## config.mk

```make
export PLATFORM = sky130hd
export DESIGN_NAME = sync_message_deframer_core_flat
export DESIGN_NICKNAME = d
export VERILOG_FILES = /design/src/hw/rtl/smd_pkg.sv /design/src/hw/rtl/smd_if.sv /design/src/hw/rtl/smd_parser.sv /design/src/hw/rtl/smd_out_stage.sv /design/src/hw/rtl/sync_message_deframer_core.sv /design/src/flat_wrapper.sv
export SDC_FILE = /design/constraint.sdc
export NUM_CORES = 1
export LEC_CHECK = 0
export BUFFER_PORTS_ARGS = -buffer_cell sky130_fd_sc_hd__buf_2
export CAP_MARGIN = 20
export CORE_MARGIN = 2
export CORE_UTILIZATION = 35
export CTS_CLUSTER_DIAMETER = 120
export CTS_CLUSTER_SIZE = 8
export DETAILED_ROUTE_END_ITERATION = 7
export GPL_ROUTABILITY_DRIVEN = 0
export GPL_TIMING_DRIVEN = 0
export MAX_ROUTING_LAYER = met4
export PLACE_DENSITY_LB_ADDON = 0.3
export SLEW_MARGIN = 5
export SYNTH_ARGS = -nofsm -noshare
export SYNTH_HDL_FRONTEND = slang
export SYNTH_HIERARCHICAL = 1
export SYNTH_SLANG_ARGS = --single-unit
```

## constraint.sdc

```tcl
create_clock -name clk -period 2.6 [get_ports clk]
set_input_delay 0 -clock clk [delete_from_list [all_inputs] [get_ports clk]]
set_output_delay 0 -clock clk [all_outputs]
set_load 0.02 [all_outputs]
```

## src/hw/rtl/smd_pkg.sv

```systemverilog
// smd_pkg: phases, result kinds, magic word and result struct for the
// message deframer. No dependencies.
`timescale 1ns / 1ps

package smd_pkg;

  typedef enum logic [3:0] {
    PH_MAGIC   = 4'd0,
    PH_SIZE    = 4'd1,
    PH_OPCODE  = 4'd2,
    PH_PATHLEN = 4'd3,
    PH_PATH    = 4'd4,
    PH_BODYLEN = 4'd5,
    PH_BODY    = 4'd6,
    PH_MTIME   = 4'd7,
    PH_HALT    = 4'd8
  } phase_t;

  typedef logic [2:0] kind_t;

  localparam kind_t K_SIZE     = 3'd0;
  localparam kind_t K_OPCODE   = 3'd1;
  localparam kind_t K_PATHLEN  = 3'd2;
  localparam kind_t K_PATHBYTE = 3'd3;
  localparam kind_t K_BODYLEN  = 3'd4;
  localparam kind_t K_BODYBYTE = 3'd5;
  localparam kind_t K_MTIME    = 3'd6;
  localparam kind_t K_BADMAGIC = 3'd7;

  localparam logic [31:0] MAGIC_WORD = 32'h5656_5332;
  localparam logic [2:0]  LEN_WORD32 = 3'd4;

  typedef struct packed {
    kind_t       kind;
    logic [63:0] value;
    logic        msg_end;
  } result_t;

endpackage

```

## src/hw/rtl/smd_if.sv

```systemverilog
// Valid/ready channel interfaces for the deframer: byte input and result output.
// No dependencies.
`timescale 1ns / 1ps

interface smd_in_if;
  logic       valid;
  logic       ready;
  logic [7:0] data_byte;

  modport source (output valid, output data_byte, input ready);
  modport sink   (input valid, input data_byte, output ready);
endinterface

interface smd_out_if;
  logic        valid;
  logic        ready;
  logic [2:0]  item_kind;
  logic [63:0] item_value;
  logic        message_end;

  modport source (output valid, output item_kind, output item_value, output message_end,
                  input ready);
  modport sink   (input valid, input item_kind, input item_value, input message_end,
                  output ready);
endinterface

```

## src/hw/rtl/smd_parser.sv

```systemverilog
// smd_parser: message phase tracker, field accumulator and payload counter.
// Decodes one byte per accepted beat into at most one result. Depends on smd_pkg.
`timescale 1ns / 1ps

module smd_parser
  import smd_pkg::*;
(
  input  logic       clk,
  input  logic       rst_n,
  input  logic       take,
  input  logic [7:0] data_byte,
  output logic       res_valid,
  output result_t    res
);

  phase_t      phase_r, phase_nxt;
  logic [2:0]  idx_r, idx_nxt;
  logic [63:0] acc_r, acc_nxt;
  logic [31:0] rem_r, rem_nxt;

  logic [63:0] acc_shift;
  logic [2:0]  idx_inc;
  logic [31:0] rem_dec;
  logic        word_done;
  logic        magic_bad;

  assign acc_shift = {acc_r[55:0], data_byte};
  assign idx_inc   = idx_r + 3'd1;
  assign rem_dec   = rem_r - 32'd1;
  assign word_done = (idx_inc == LEN_WORD32);
  assign magic_bad = (acc_shift[31:0] != MAGIC_WORD);

  // next state
  always_comb begin
    phase_nxt = phase_r;
    idx_nxt   = idx_r;
    acc_nxt   = acc_r;
    rem_nxt   = rem_r;
    case (phase_r)
      PH_MAGIC, PH_PATHLEN, PH_BODYLEN: begin
        acc_nxt = acc_shift;
        idx_nxt = idx_inc;
        if (word_done) begin
          idx_nxt = 3'd0;
          acc_nxt = 64'd0;
          if (phase_r == PH_MAGIC) begin
            phase_nxt = magic_bad ? PH_HALT : PH_SIZE;
          end else begin
            rem_nxt = acc_shift[31:0];
            if (phase_r == PH_PATHLEN) begin
              phase_nxt = (acc_shift[31:0] == 32'd0) ? PH_BODYLEN : PH_PATH;
            end else begin
              phase_nxt = (acc_shift[31:0] == 32'd0) ? PH_MTIME : PH_BODY;
            end
          end
        end
      end
      PH_SIZE, PH_MTIME: begin
        acc_nxt = acc_shift;
        idx_nxt = idx_inc;
        if (idx_inc == 3'd0) begin
          acc_nxt   = 64'd0;
          phase_nxt = (phase_r == PH_SIZE) ? PH_OPCODE : PH_MAGIC;
        end
      end
      PH_OPCODE: phase_nxt = PH_PATHLEN;
      PH_PATH, PH_BODY: begin
        rem_nxt = rem_dec;
        if (rem_dec == 32'd0) begin
          phase_nxt = (phase_r == PH_PATH) ? PH_BODYLEN : PH_MTIME;
        end
      end
      default: phase_nxt = PH_HALT;
    endcase
  end

  // outputs
  always_comb begin
    res_valid   = 1'b0;
    res.kind    = K_SIZE;
    res.value   = {56'd0, data_byte};
    res.msg_end = 1'b0;
    case (phase_r)
      PH_MAGIC: begin
        res_valid = word_done && magic_bad;
        res.kind  = K_BADMAGIC;
        res.value = {32'd0, acc_shift[31:0]};
      end
      PH_SIZE: begin
        res_valid = (idx_inc == 3'd0);
        res.kind  = K_SIZE;
        res.value = acc_shift;
      end
      PH_OPCODE: begin
        res_valid = 1'b1;
        res.kind  = K_OPCODE;
      end
      PH_PATHLEN: begin
        res_valid = word_done;
        res.kind  = K_PATHLEN;
        res.value = {32'd0, acc_shift[31:0]};
      end
      PH_PATH: begin
        res_valid = 1'b1;
        res.kind  = K_PATHBYTE;
      end
      PH_BODYLEN: begin
        res_valid = word_done;
        res.kind  = K_BODYLEN;
        res.value = {32'd0, acc_shift[31:0]};
      end
      PH_BODY: begin
        res_valid = 1'b1;
        res.kind  = K_BODYBYTE;
      end
      PH_MTIME: begin
        res_valid   = (idx_inc == 3'd0);
        res.kind    = K_MTIME;
        res.value   = acc_shift;
        res.msg_end = 1'b1;
      end
      default: res_valid = 1'b0;
    endcase
  end

  always_ff @(posedge clk) begin
    if (!rst_n) begin
      phase_r <= PH_MAGIC;
      idx_r   <= 3'd0;
      acc_r   <= 64'd0;
      rem_r   <= 32'd0;
    end else if (take) begin
      phase_r <= phase_nxt;
      idx_r   <= idx_nxt;
      acc_r   <= acc_nxt;
      rem_r   <= rem_nxt;
    end
  end

endmodule

```

## src/hw/rtl/smd_out_stage.sv

```systemverilog
// smd_out_stage: result register driving the output channel.
// Depends on smd_pkg and smd_if.
`timescale 1ns / 1ps

module smd_out_stage
  import smd_pkg::*;
(
  input  logic      clk,
  input  logic      rst_n,
  input  logic      load,
  input  result_t   res,
  output logic      free,
  smd_out_if.source out_chan
);

  logic    valid_r, valid_nxt;
  result_t res_r;

  assign free = !valid_r || out_chan.ready;

  always_comb begin
    valid_nxt = valid_r;
    if (free) begin
      valid_nxt = load;
    end
  end

  always_ff @(posedge clk) begin
    if (!rst_n) begin
      valid_r <= 1'b0;
    end else begin
      valid_r <= valid_nxt;
    end
  end

  always_ff @(posedge clk) begin
    if (free && load) begin
      res_r <= res;
    end
  end

  assign out_chan.valid       = valid_r;
  assign out_chan.item_kind   = res_r.kind;
  assign out_chan.item_value  = res_r.value;
  assign out_chan.message_end = res_r.msg_end;

endmodule

```

## src/hw/rtl/sync_message_deframer_core.sv

```systemverilog
// Top level of the sync message deframer: byte input channel, parser, result register.
// Depends on smd_pkg, smd_if, smd_parser and smd_out_stage.
// Takes one message byte per beat and parses magic "VVS2", 8-byte size, opcode,
// 4-byte path length, path bytes, 4-byte body length, body bytes and 8-byte mtime,
// all big-endian. Each completed field after a good magic and each payload byte gives
// one result beat; the mtime beat carries message_end. A wrong magic gives one
// bad-magic beat, then all later bytes are dropped until reset. One byte is accepted
// every cycle unless a held result is stalled by the output side, the only time input
// ready is low; the single result register shows a result in the cycle after its byte.
`timescale 1ns / 1ps

module sync_message_deframer_core
  import smd_pkg::*;
(
  input  logic      clk,
  input  logic      rst_n,
  smd_in_if.sink    in_chan,
  smd_out_if.source out_chan
);

  logic    take;
  logic    free;
  logic    res_valid;
  result_t res;

  assign in_chan.ready = free;
  assign take          = in_chan.valid && free;

  smd_parser u_parser (
    .clk       (clk),
    .rst_n     (rst_n),
    .take      (take),
    .data_byte (in_chan.data_byte),
    .res_valid (res_valid),
    .res       (res)
  );

  smd_out_stage u_out (
    .clk      (clk),
    .rst_n    (rst_n),
    .load     (take && res_valid),
    .res      (res),
    .free     (free),
    .out_chan (out_chan)
  );

endmodule

```

## src/flat_wrapper.sv

```systemverilog
// flat-port wrapper written by rule: the top's interface ports become plain ports
module sync_message_deframer_core_flat import smd_pkg::*;
  (clk, rst_n, in_chan_valid, in_chan_data_byte, in_chan_ready, out_chan_valid, out_chan_item_kind, out_chan_item_value, out_chan_message_end, out_chan_ready);
  smd_in_if in_chan_i ();
  smd_out_if out_chan_i ();
  input  logic clk;
  input  logic rst_n;
  input wire logic [$bits(in_chan_i.valid)-1:0] in_chan_valid;
  input wire logic [$bits(in_chan_i.data_byte)-1:0] in_chan_data_byte;
  output wire logic [$bits(in_chan_i.ready)-1:0] in_chan_ready;
  output wire logic [$bits(out_chan_i.valid)-1:0] out_chan_valid;
  output wire logic [$bits(out_chan_i.item_kind)-1:0] out_chan_item_kind;
  output wire logic [$bits(out_chan_i.item_value)-1:0] out_chan_item_value;
  output wire logic [$bits(out_chan_i.message_end)-1:0] out_chan_message_end;
  input wire logic [$bits(out_chan_i.ready)-1:0] out_chan_ready;
  assign in_chan_i.valid = in_chan_valid;
  assign in_chan_i.data_byte = in_chan_data_byte;
  assign in_chan_ready = in_chan_i.ready;
  assign out_chan_valid = out_chan_i.valid;
  assign out_chan_item_kind = out_chan_i.item_kind;
  assign out_chan_item_value = out_chan_i.item_value;
  assign out_chan_message_end = out_chan_i.message_end;
  assign out_chan_i.ready = out_chan_ready;
  sync_message_deframer_core u_core (.clk(clk), .rst_n(rst_n), .in_chan(in_chan_i), .out_chan(out_chan_i));
endmodule
```

==> impl_results.md, run 1 <==
- Setup WS pre-CTS: -544 ps
- Status: finished with violations
- Core area: around 21000 um^2
- Area growth syn-to-layout: 23.2%
- Fin crit period: roughly 2600 ps
- Origin of the critical flop-to-flop path: u_core/u_parser/phase_r[1]
- Leak: 0.00340 uW
- Initial DRC count: between 600 and 700
- Post-synth top area cell: edfxtp_1
- Mapped Area: between 7000 and 8000 um^2
- Synth unique cells: 67
- Yosys warns: 6
- Critical path startpoint category: flop
- Placed wire-length estimate: around 14000 um
- Max-cap check violation count: 0
- Number of synthesized flops with an enable pin: 68
- HP Class: input pin to flop
- GR Util met3: under 10%
- Busiest layer in global routing: met2
- Sequential area share after synthesis: between 50% and 60%
- Least-Margin Pin Slew: between 800 and 900 ps
- Worst Path Required: slightly below 3000 ps
- Max Transition Viols Final: 0
- Reg-to-reg endpoint: u_core/u_parser/phase_r[3]
- Antenna Nets Post-Route: 0
- 1st-pass router iterations: 5
- Syn Area/Cell: between 9 and 10 um^2
- Die area: 22300 um^2
- TritonCTS Sinks: ~160
- Vias in the first global route: between 5000 and 6000
- Async SR Flop Fraction: 0%
- Flops & latches, synth: about 160
- Max H-tree Level: 4
- Cell Area, Placed: between 8000 and 9000 um^2
- CP Max Fanout: 9
- CTS tree: done
- Ranking of synthesized cells by area: edfxtp_1 28%, dfxtp_1 26%, a22oi_1 7.0%, nor2_1 6.3%, and2_1 5.0%
- Die X: about 150 um
- Post-synthesis net count: 786
- Layout net count: roughly 900
- Final WS setup: -4.92 ps
- Achievable frequency: 0.384 GHz
- WHS Endpoint: u_core/u_parser/acc_r[3]
- Cell row count: 53
- Layout cells sized above 1: about a fifth
- Clock Latency Late Sink: roughly 430 ps
- Period utilization: 100%
- Fin cells: between 1000 and 1500
- Grt ovf: 0
- Final setup vio count: 1
- CTS Buf Count: 17
- RSZ-0062 raised after global routing: yes
- Per-cell routed wire length: roughly 18 um
- VDD IR max: 0.000320 V
- Root buffer cell: clkbuf_16
- Initial Util: between 30% and 40%
- PwrDens: 594 nW/um^2
- Vias per cell: about 5.5
- Sw Pwr: about 1200 uW
- Clock transition at path regs: roughly 60 ps
- CP arrival: 2950 ps
- Utilization after layout: a little over two fifths
- Vias after detailed routing: about 6400
- Post-synth top flop: dfxtp_1
- WL final: 21600 um
- Comb power frac: between 3 and 4%
- Flop2flop setup slack: -5 ps
- Largest net degree at the start of global routing: 35
- CTS max path bufs: 2
- Die Span Y: approximately 150 um
- Residual DRC count: 0
- Worst slew margin: between 40 and 50%
- R2R cell count: 8
- Setup CP Type: flop to flop
- Min-delay src: in_chan_data_byte[3]
- Antenna diodes: 0
- GRT Overall Usage: between 20% and 30%
- Cell-internal power: ~4200 uW
- Cell count after synthesis: 770
- I/O Buffers: 81
- Initial antenna violation count: 0
- Clock group share of total power: a little under half
- Final instance area: ~9000 um^2
- Met1 Use GR: 25.4%
- Placed cell count: 1126
- Final Hold Viols: 0
- Met2 Track Usage GR: ~31%
- Failing checks: negative setup slack
- Io pins: just over 80
- Hold path cells: 4
- Yosys top cell area share: roughly 28%
- Sequential Power Share: between 50% and 60%
- Sw Ratio: a little under a quarter
- Crit end category: flop
- First-pass GRT wire length: 33400 um
- Clock Skew: between 10 and 15 ps
## per-stage QoR
| stage | hold slack [ps] | setup TNS, ps | power, uW |
|---|---|---|---|
| 2_1_floorplan | 122 | 0 | 2860 |
| 3_3_place_gp | 311 | -48030 | 2930 |
| 3_5_place_dp | 317 | -51780 | 2930 |
| 4_1_cts | 417 | 0 | 5480 |
| 5_1_grt | 458 | -1140 | 5610 |
| 6_report | 451 | -4.92 | 5420 |
## power groups by stage
stage	sequential [uW]	clock [uW]	combinational, uW
4_1_cts	2710	2590	177
5_1_grt	2710	2710	198
3_5_place_dp	2770	0	163
6_report	2710	2530	180
3_3_place_gp	2770	0	162
2_1_floorplan	2750	0	105
## kinds of logic (layout without fill, tap and decap cells)
group                    Yosys count  count (layout)  synth area share (%)
AND/OR/NAND/NOR                  326             329                  22.8
flip-flops                       164             164                  53.6
AO/OA/AOI/OAI                    196             196                  17.7
XOR/XNOR                          10              10                  1.18
adder cells (fa/ha/maj)            4               4                 0.676
buffers and inverters             70             197                  4.04
## placed cells by master (no fill, tap or decap), types with 5 or more instances in the layout
cell	n
a211oi_1	7
a21oi_1	41
a22oi_1	69
and2_1	59
buf_2	89
buf_4	12
clkbuf_1	34
clkbuf_16	17
dfxtp_1	94
dlygate4sd3_1	11
edfxtp_1	68
inv_1	11
nand2_1	49
nand2b_1	6
nand3_1	10
nand4_1	11
nor2_1	120
nor3_1	9
nor4_1	15
nor4_4	5
o21ai_0	37
o31ai_1	7
or3_1	8
## cell usage after synthesis, drive strengths merged (4+ instances only)
cell	number
a211oi	8
a21oi	41
a22oi	69
and2	60
buf	17
clkbuf	41
dfxtp	96
edfxtp	68
ha	4
inv	12
nand2	49
nand2b	7
nand3	11
nand4	13
nor2	124
nor3	12
nor3b	4
nor4	22
o211ai	4
o21ai	37
o31ai	7
or3	10
xnor2	5
xor2	5
## sequential cells by signal, indices dropped and copies added, names as in the netlist
register and cells:
u_core/u_out/out_chan.item_kind 3, u_core/u_out/out_chan.item_value 64, u_core/u_out/out_chan.message_end 1, u_core/u_out/out_chan.valid 1, u_core/u_parser/acc_r 56, u_core/u_parser/idx_r 3
u_core/u_parser/phase_r 4, u_core/u_parser/rem_r 32
## metal layers
metal	part of all wire, %	up-vias	routed length (um)
met4	3.2	0	694
met3	6.4	52	1370
li1	-	3053	-
met5	0	-	0
met2	46	240	9950
met1	44	3070	9550
## critical path, stage by stage (launching register included)
cell,delay (ps)
dfxtp_1,300
buf_2,200
xor2_2,330
xor2_1,230
o221ai_1,420
a21o_1,340
nor4_4,300
a311oi_1,170
a211oi_1,220
## how the worst max path moves through the flow
stage | startpoint | to | slack (ps) | depth (start not counted)
3_5_place_dp | u_core/u_parser/phase_r[1] | u_core/u_parser/acc_r[49] | -540 | 10
2_1_floorplan | u_core/u_parser/idx_r[0] | u_core/u_out/out_chan.item_kind[0] | 40 | 9
4_1_cts | u_core/u_parser/rem_r[1] | u_core/u_parser/phase_r[3] | 3 | 9
6_report | u_core/u_parser/phase_r[1] | u_core/u_parser/phase_r[3] | -5 | 8
5_1_grt | u_core/u_parser/idx_r[0] | u_core/u_parser/rem_r[21] | -120 | 9
3_3_place_gp | u_core/u_parser/rem_r[0] | u_core/u_parser/phase_r[3] | -570 | 9
## area by class of cell
class / count / area (um^2)
Tap cell: 275 / 344
Inverter: 12 / 45.0
Multi-Input combinational cell: 539 / 3340
Buffer: 56 / 267
Fill cell: 2054 / 11800
Sequential cell: 164 / 3970
Clock inverter: 14 / 165
Clock buffer: 18 / 429
Timing Repair Buffer: 97 / 566
## timing repair
item,CTS,global route
gates cloned,1,2
hold endpoints to repair,23,0
setup buffers,4,1
pin swaps,5,1
resized for setup,32,23
endpoints found under the setup margin,157,138
hold buffers,11,0
Note: power is estimated with default switching activity, not from simulation.
==> run 2: changes to the inputs <==
Settings changed: BUFFER_PORTS_ARGS -buffer_cell sky130_fd_sc_hd__buf_2 to -buffer_cell sky130_fd_sc_hd__buf_4.
==> run 2 against run 1 <==
Against the previous run:
- the run still ends with negative setup slack left
- cell count hardly changed
- first-iteration DRC count is 20% higher
- critical path depth down 1
- die area is the same
- critical path type unchanged
- critical endpoint unchanged
- largest cell class unchanged
==> impl_results.md, run 2 (same netlist as run 1, synthesis figures left out) <==
- Status: finished with violations (unchanged)
- Failing checks: negative setup slack (unchanged)
- Clock Skew: 9.56 ps (was 10.8 ps)
- Critical path startpoint category: flop (unchanged)
- Worst Path Required: 2940 ps (about the same)
- Area growth syn-to-layout: 26.1% (was 23.2%)
- Final Hold Viols: 0 (unchanged)
- CTS tree: done (unchanged)
- Min-delay src: in_chan_valid (was in_chan_data_byte[3])
- Die area: 22300 um^2 (unchanged)
- Initial DRC count: 748 (was 625)
- TritonCTS Sinks: 164 (unchanged)
- Placed wire-length estimate: 14300 um (was 14400 um)
- Origin of the critical flop-to-flop path: u_core/u_parser/rem_r[22] (was u_core/u_parser/phase_r[1])
- Vias after detailed routing: 6374 (was 6415)
- Placed cell count: 1126 (unchanged)
- Worst Setup SP: u_core/u_parser/rem_r[22] (was u_core/u_parser/phase_r[1])
- Max H-tree Level: 4 (unchanged)
- Die X: 149 um (unchanged)
- I/O Buffers: 81 (unchanged)
- CP Max Fanout: 8 (was 9)
- Setup CP Type: flop to flop (unchanged)
- Vias per cell: 5.42 (was 5.46)
- Fin cells: 1176 (was 1175)
- Max-cap check violation count: 0 (unchanged)
- Worst slew margin: 48.4% (was 42.8%)
- Root buffer cell: clkbuf_16 (unchanged)
- HP Class: input pin to flop (unchanged)
- Initial antenna violation count: 0 (unchanged)
- Max Transition Viols Final: 0 (unchanged)
- Layout cells sized above 1: 21.8% (was 20.7%)
- Final WS setup: -9.42 ps (was -4.92 ps)
- Leak: 0.00345 uW (was 0.00340 uW)
- Achievable frequency: 0.383 GHz (was 0.384 GHz)
- Grt ovf: 0 (unchanged)
- Vias in the first global route: 5756 (was 5946)
- Layout net count: 904 (was 903)
- CP arrival: 2950 ps (about the same)
- Residual DRC count: 0 (unchanged)
- Die Span Y: 149 um (unchanged)
- Antenna diodes: 0 (unchanged)
- GRT Overall Usage: 19.8% (was 20.1%)
- Clock Latency Late Sink: 420 ps (was 430 ps)
- Least-Margin Pin Slew: 773 ps (was 858 ps)
- CTS max path bufs: 2 (unchanged)
- PwrDens: 567 nW/um^2 (was 594 nW/um^2)
- Setup TNS: -9.42 ps (was -4.92 ps)
- Antenna Nets Post-Route: 0 (unchanged)
- Most frequent cells in the layout: 120 x nor2_1, 95 x buf_4, 93 x dfxtp_1 (was 120 x nor2_1, 94 x dfxtp_1, 89 x buf_2)
- Initial Util: 35.4% (unchanged)
- Cell row count: 53 (unchanged)
- Io pins: 82 (unchanged)
- CTS Buf Count: 17 (unchanged)
- 1st-pass router iterations: 6 (was 5)
- Max reg flops: 64 (unchanged)
- Per-cell routed wire length: 18.3 um (was 18.4 um)
- Largest net degree at the start of global routing: 35 (unchanged)
- VDD IR max: 0.000375 V (was 0.000320 V)
- Final setup vio count: 1 (unchanged)
- Period utilization: 100% (about the same)
- Most common cell after layout, fill and taps aside: nor2_1 (unchanged)
- Fin crit period: 2610 ps (was 2600 ps)
- Flop2flop setup slack: -9 ps (was -5 ps)
- Worst hold slack: 70.2 ps (was 451 ps)
- Core area: 20900 um^2 (unchanged)
- Clock transition at path regs: 60 ps (about the same)
- Crit end category: flop (unchanged)
- First-pass GRT wire length: 32800 um (was 33400 um)
- WL final: 21500 um (was 21600 um)
- RSZ-0062 raised after global routing: yes (unchanged)
run 2: per-layer routing:
metal / vias to the layer above / GRT usage (%) / wire (um)
met5: - / - / 0
met2: 262 / 29.5 / 10100
li1: 3046 / - / -
met3: 44 / 3.49 / 1410
met4: 0 / 8.29 / 665
met1: 3022 / 26.5 / 9340
run 2: path summary, 6_finish.rpt:
kind | to | depth (start not counted)
max | u_core/u_parser/phase_r[3] | 7
min reg2reg | u_core/u_parser/idx_r[1] | 2
min | u_core/u_out/out_chan.valid | 4
max reg2reg | u_core/u_parser/phase_r[3] | 7
run 2: area by class of cell:
type	instances	area (um^2)
Timing Repair Buffer	96	746
Multi-Input combinational cell	540	3400
Clock buffer	19	433
Buffer	57	267
Sequential cell	164	3970
Fill cell	1994	11600
Inverter	12	45.0
Tap cell	275	344
Clock inverter	13	126
run 2: critical path, stage by stage, from the launching register on:
cell and delay (ps):
dfxtp_2 370, or3_4 430, or4_4 530, nor4_4 320
xnor2_2 180, nor4bb_4 300, a311oi_2 170, a211oi_2 230
run 2: repair_timing:
item	in CTS	in global routing
endpoints found under the hold margin	27	0
endpoints found under the setup margin	159	140
cloned	1	3
pin swaps	5	9
setup buffers	3	2
hold buffers	10	0
gates resized for setup	30	36
run 2: power breakdown:
group          switching, uW  total [uW]  internal (uW)
clock                   1060        2390           1330
sequential              30.8        2710           2680
combinational            114         188           73.9
total                   1200        5290           4090
run 2: metrics by stage:
stage          total power (uW)  setup slack, ps  area (um^2)  utilization, %
2_1_floorplan              2860             44.5         7400               -
3_3_place_gp               2930             -540         8350            40.0
3_5_place_dp               2930             -547         8350            40.0
4_1_cts                    5330            -24.5         9180            44.0
5_1_grt                    5460            -96.5         9330            44.7
6_report                   5290            -9.42         9330            44.7
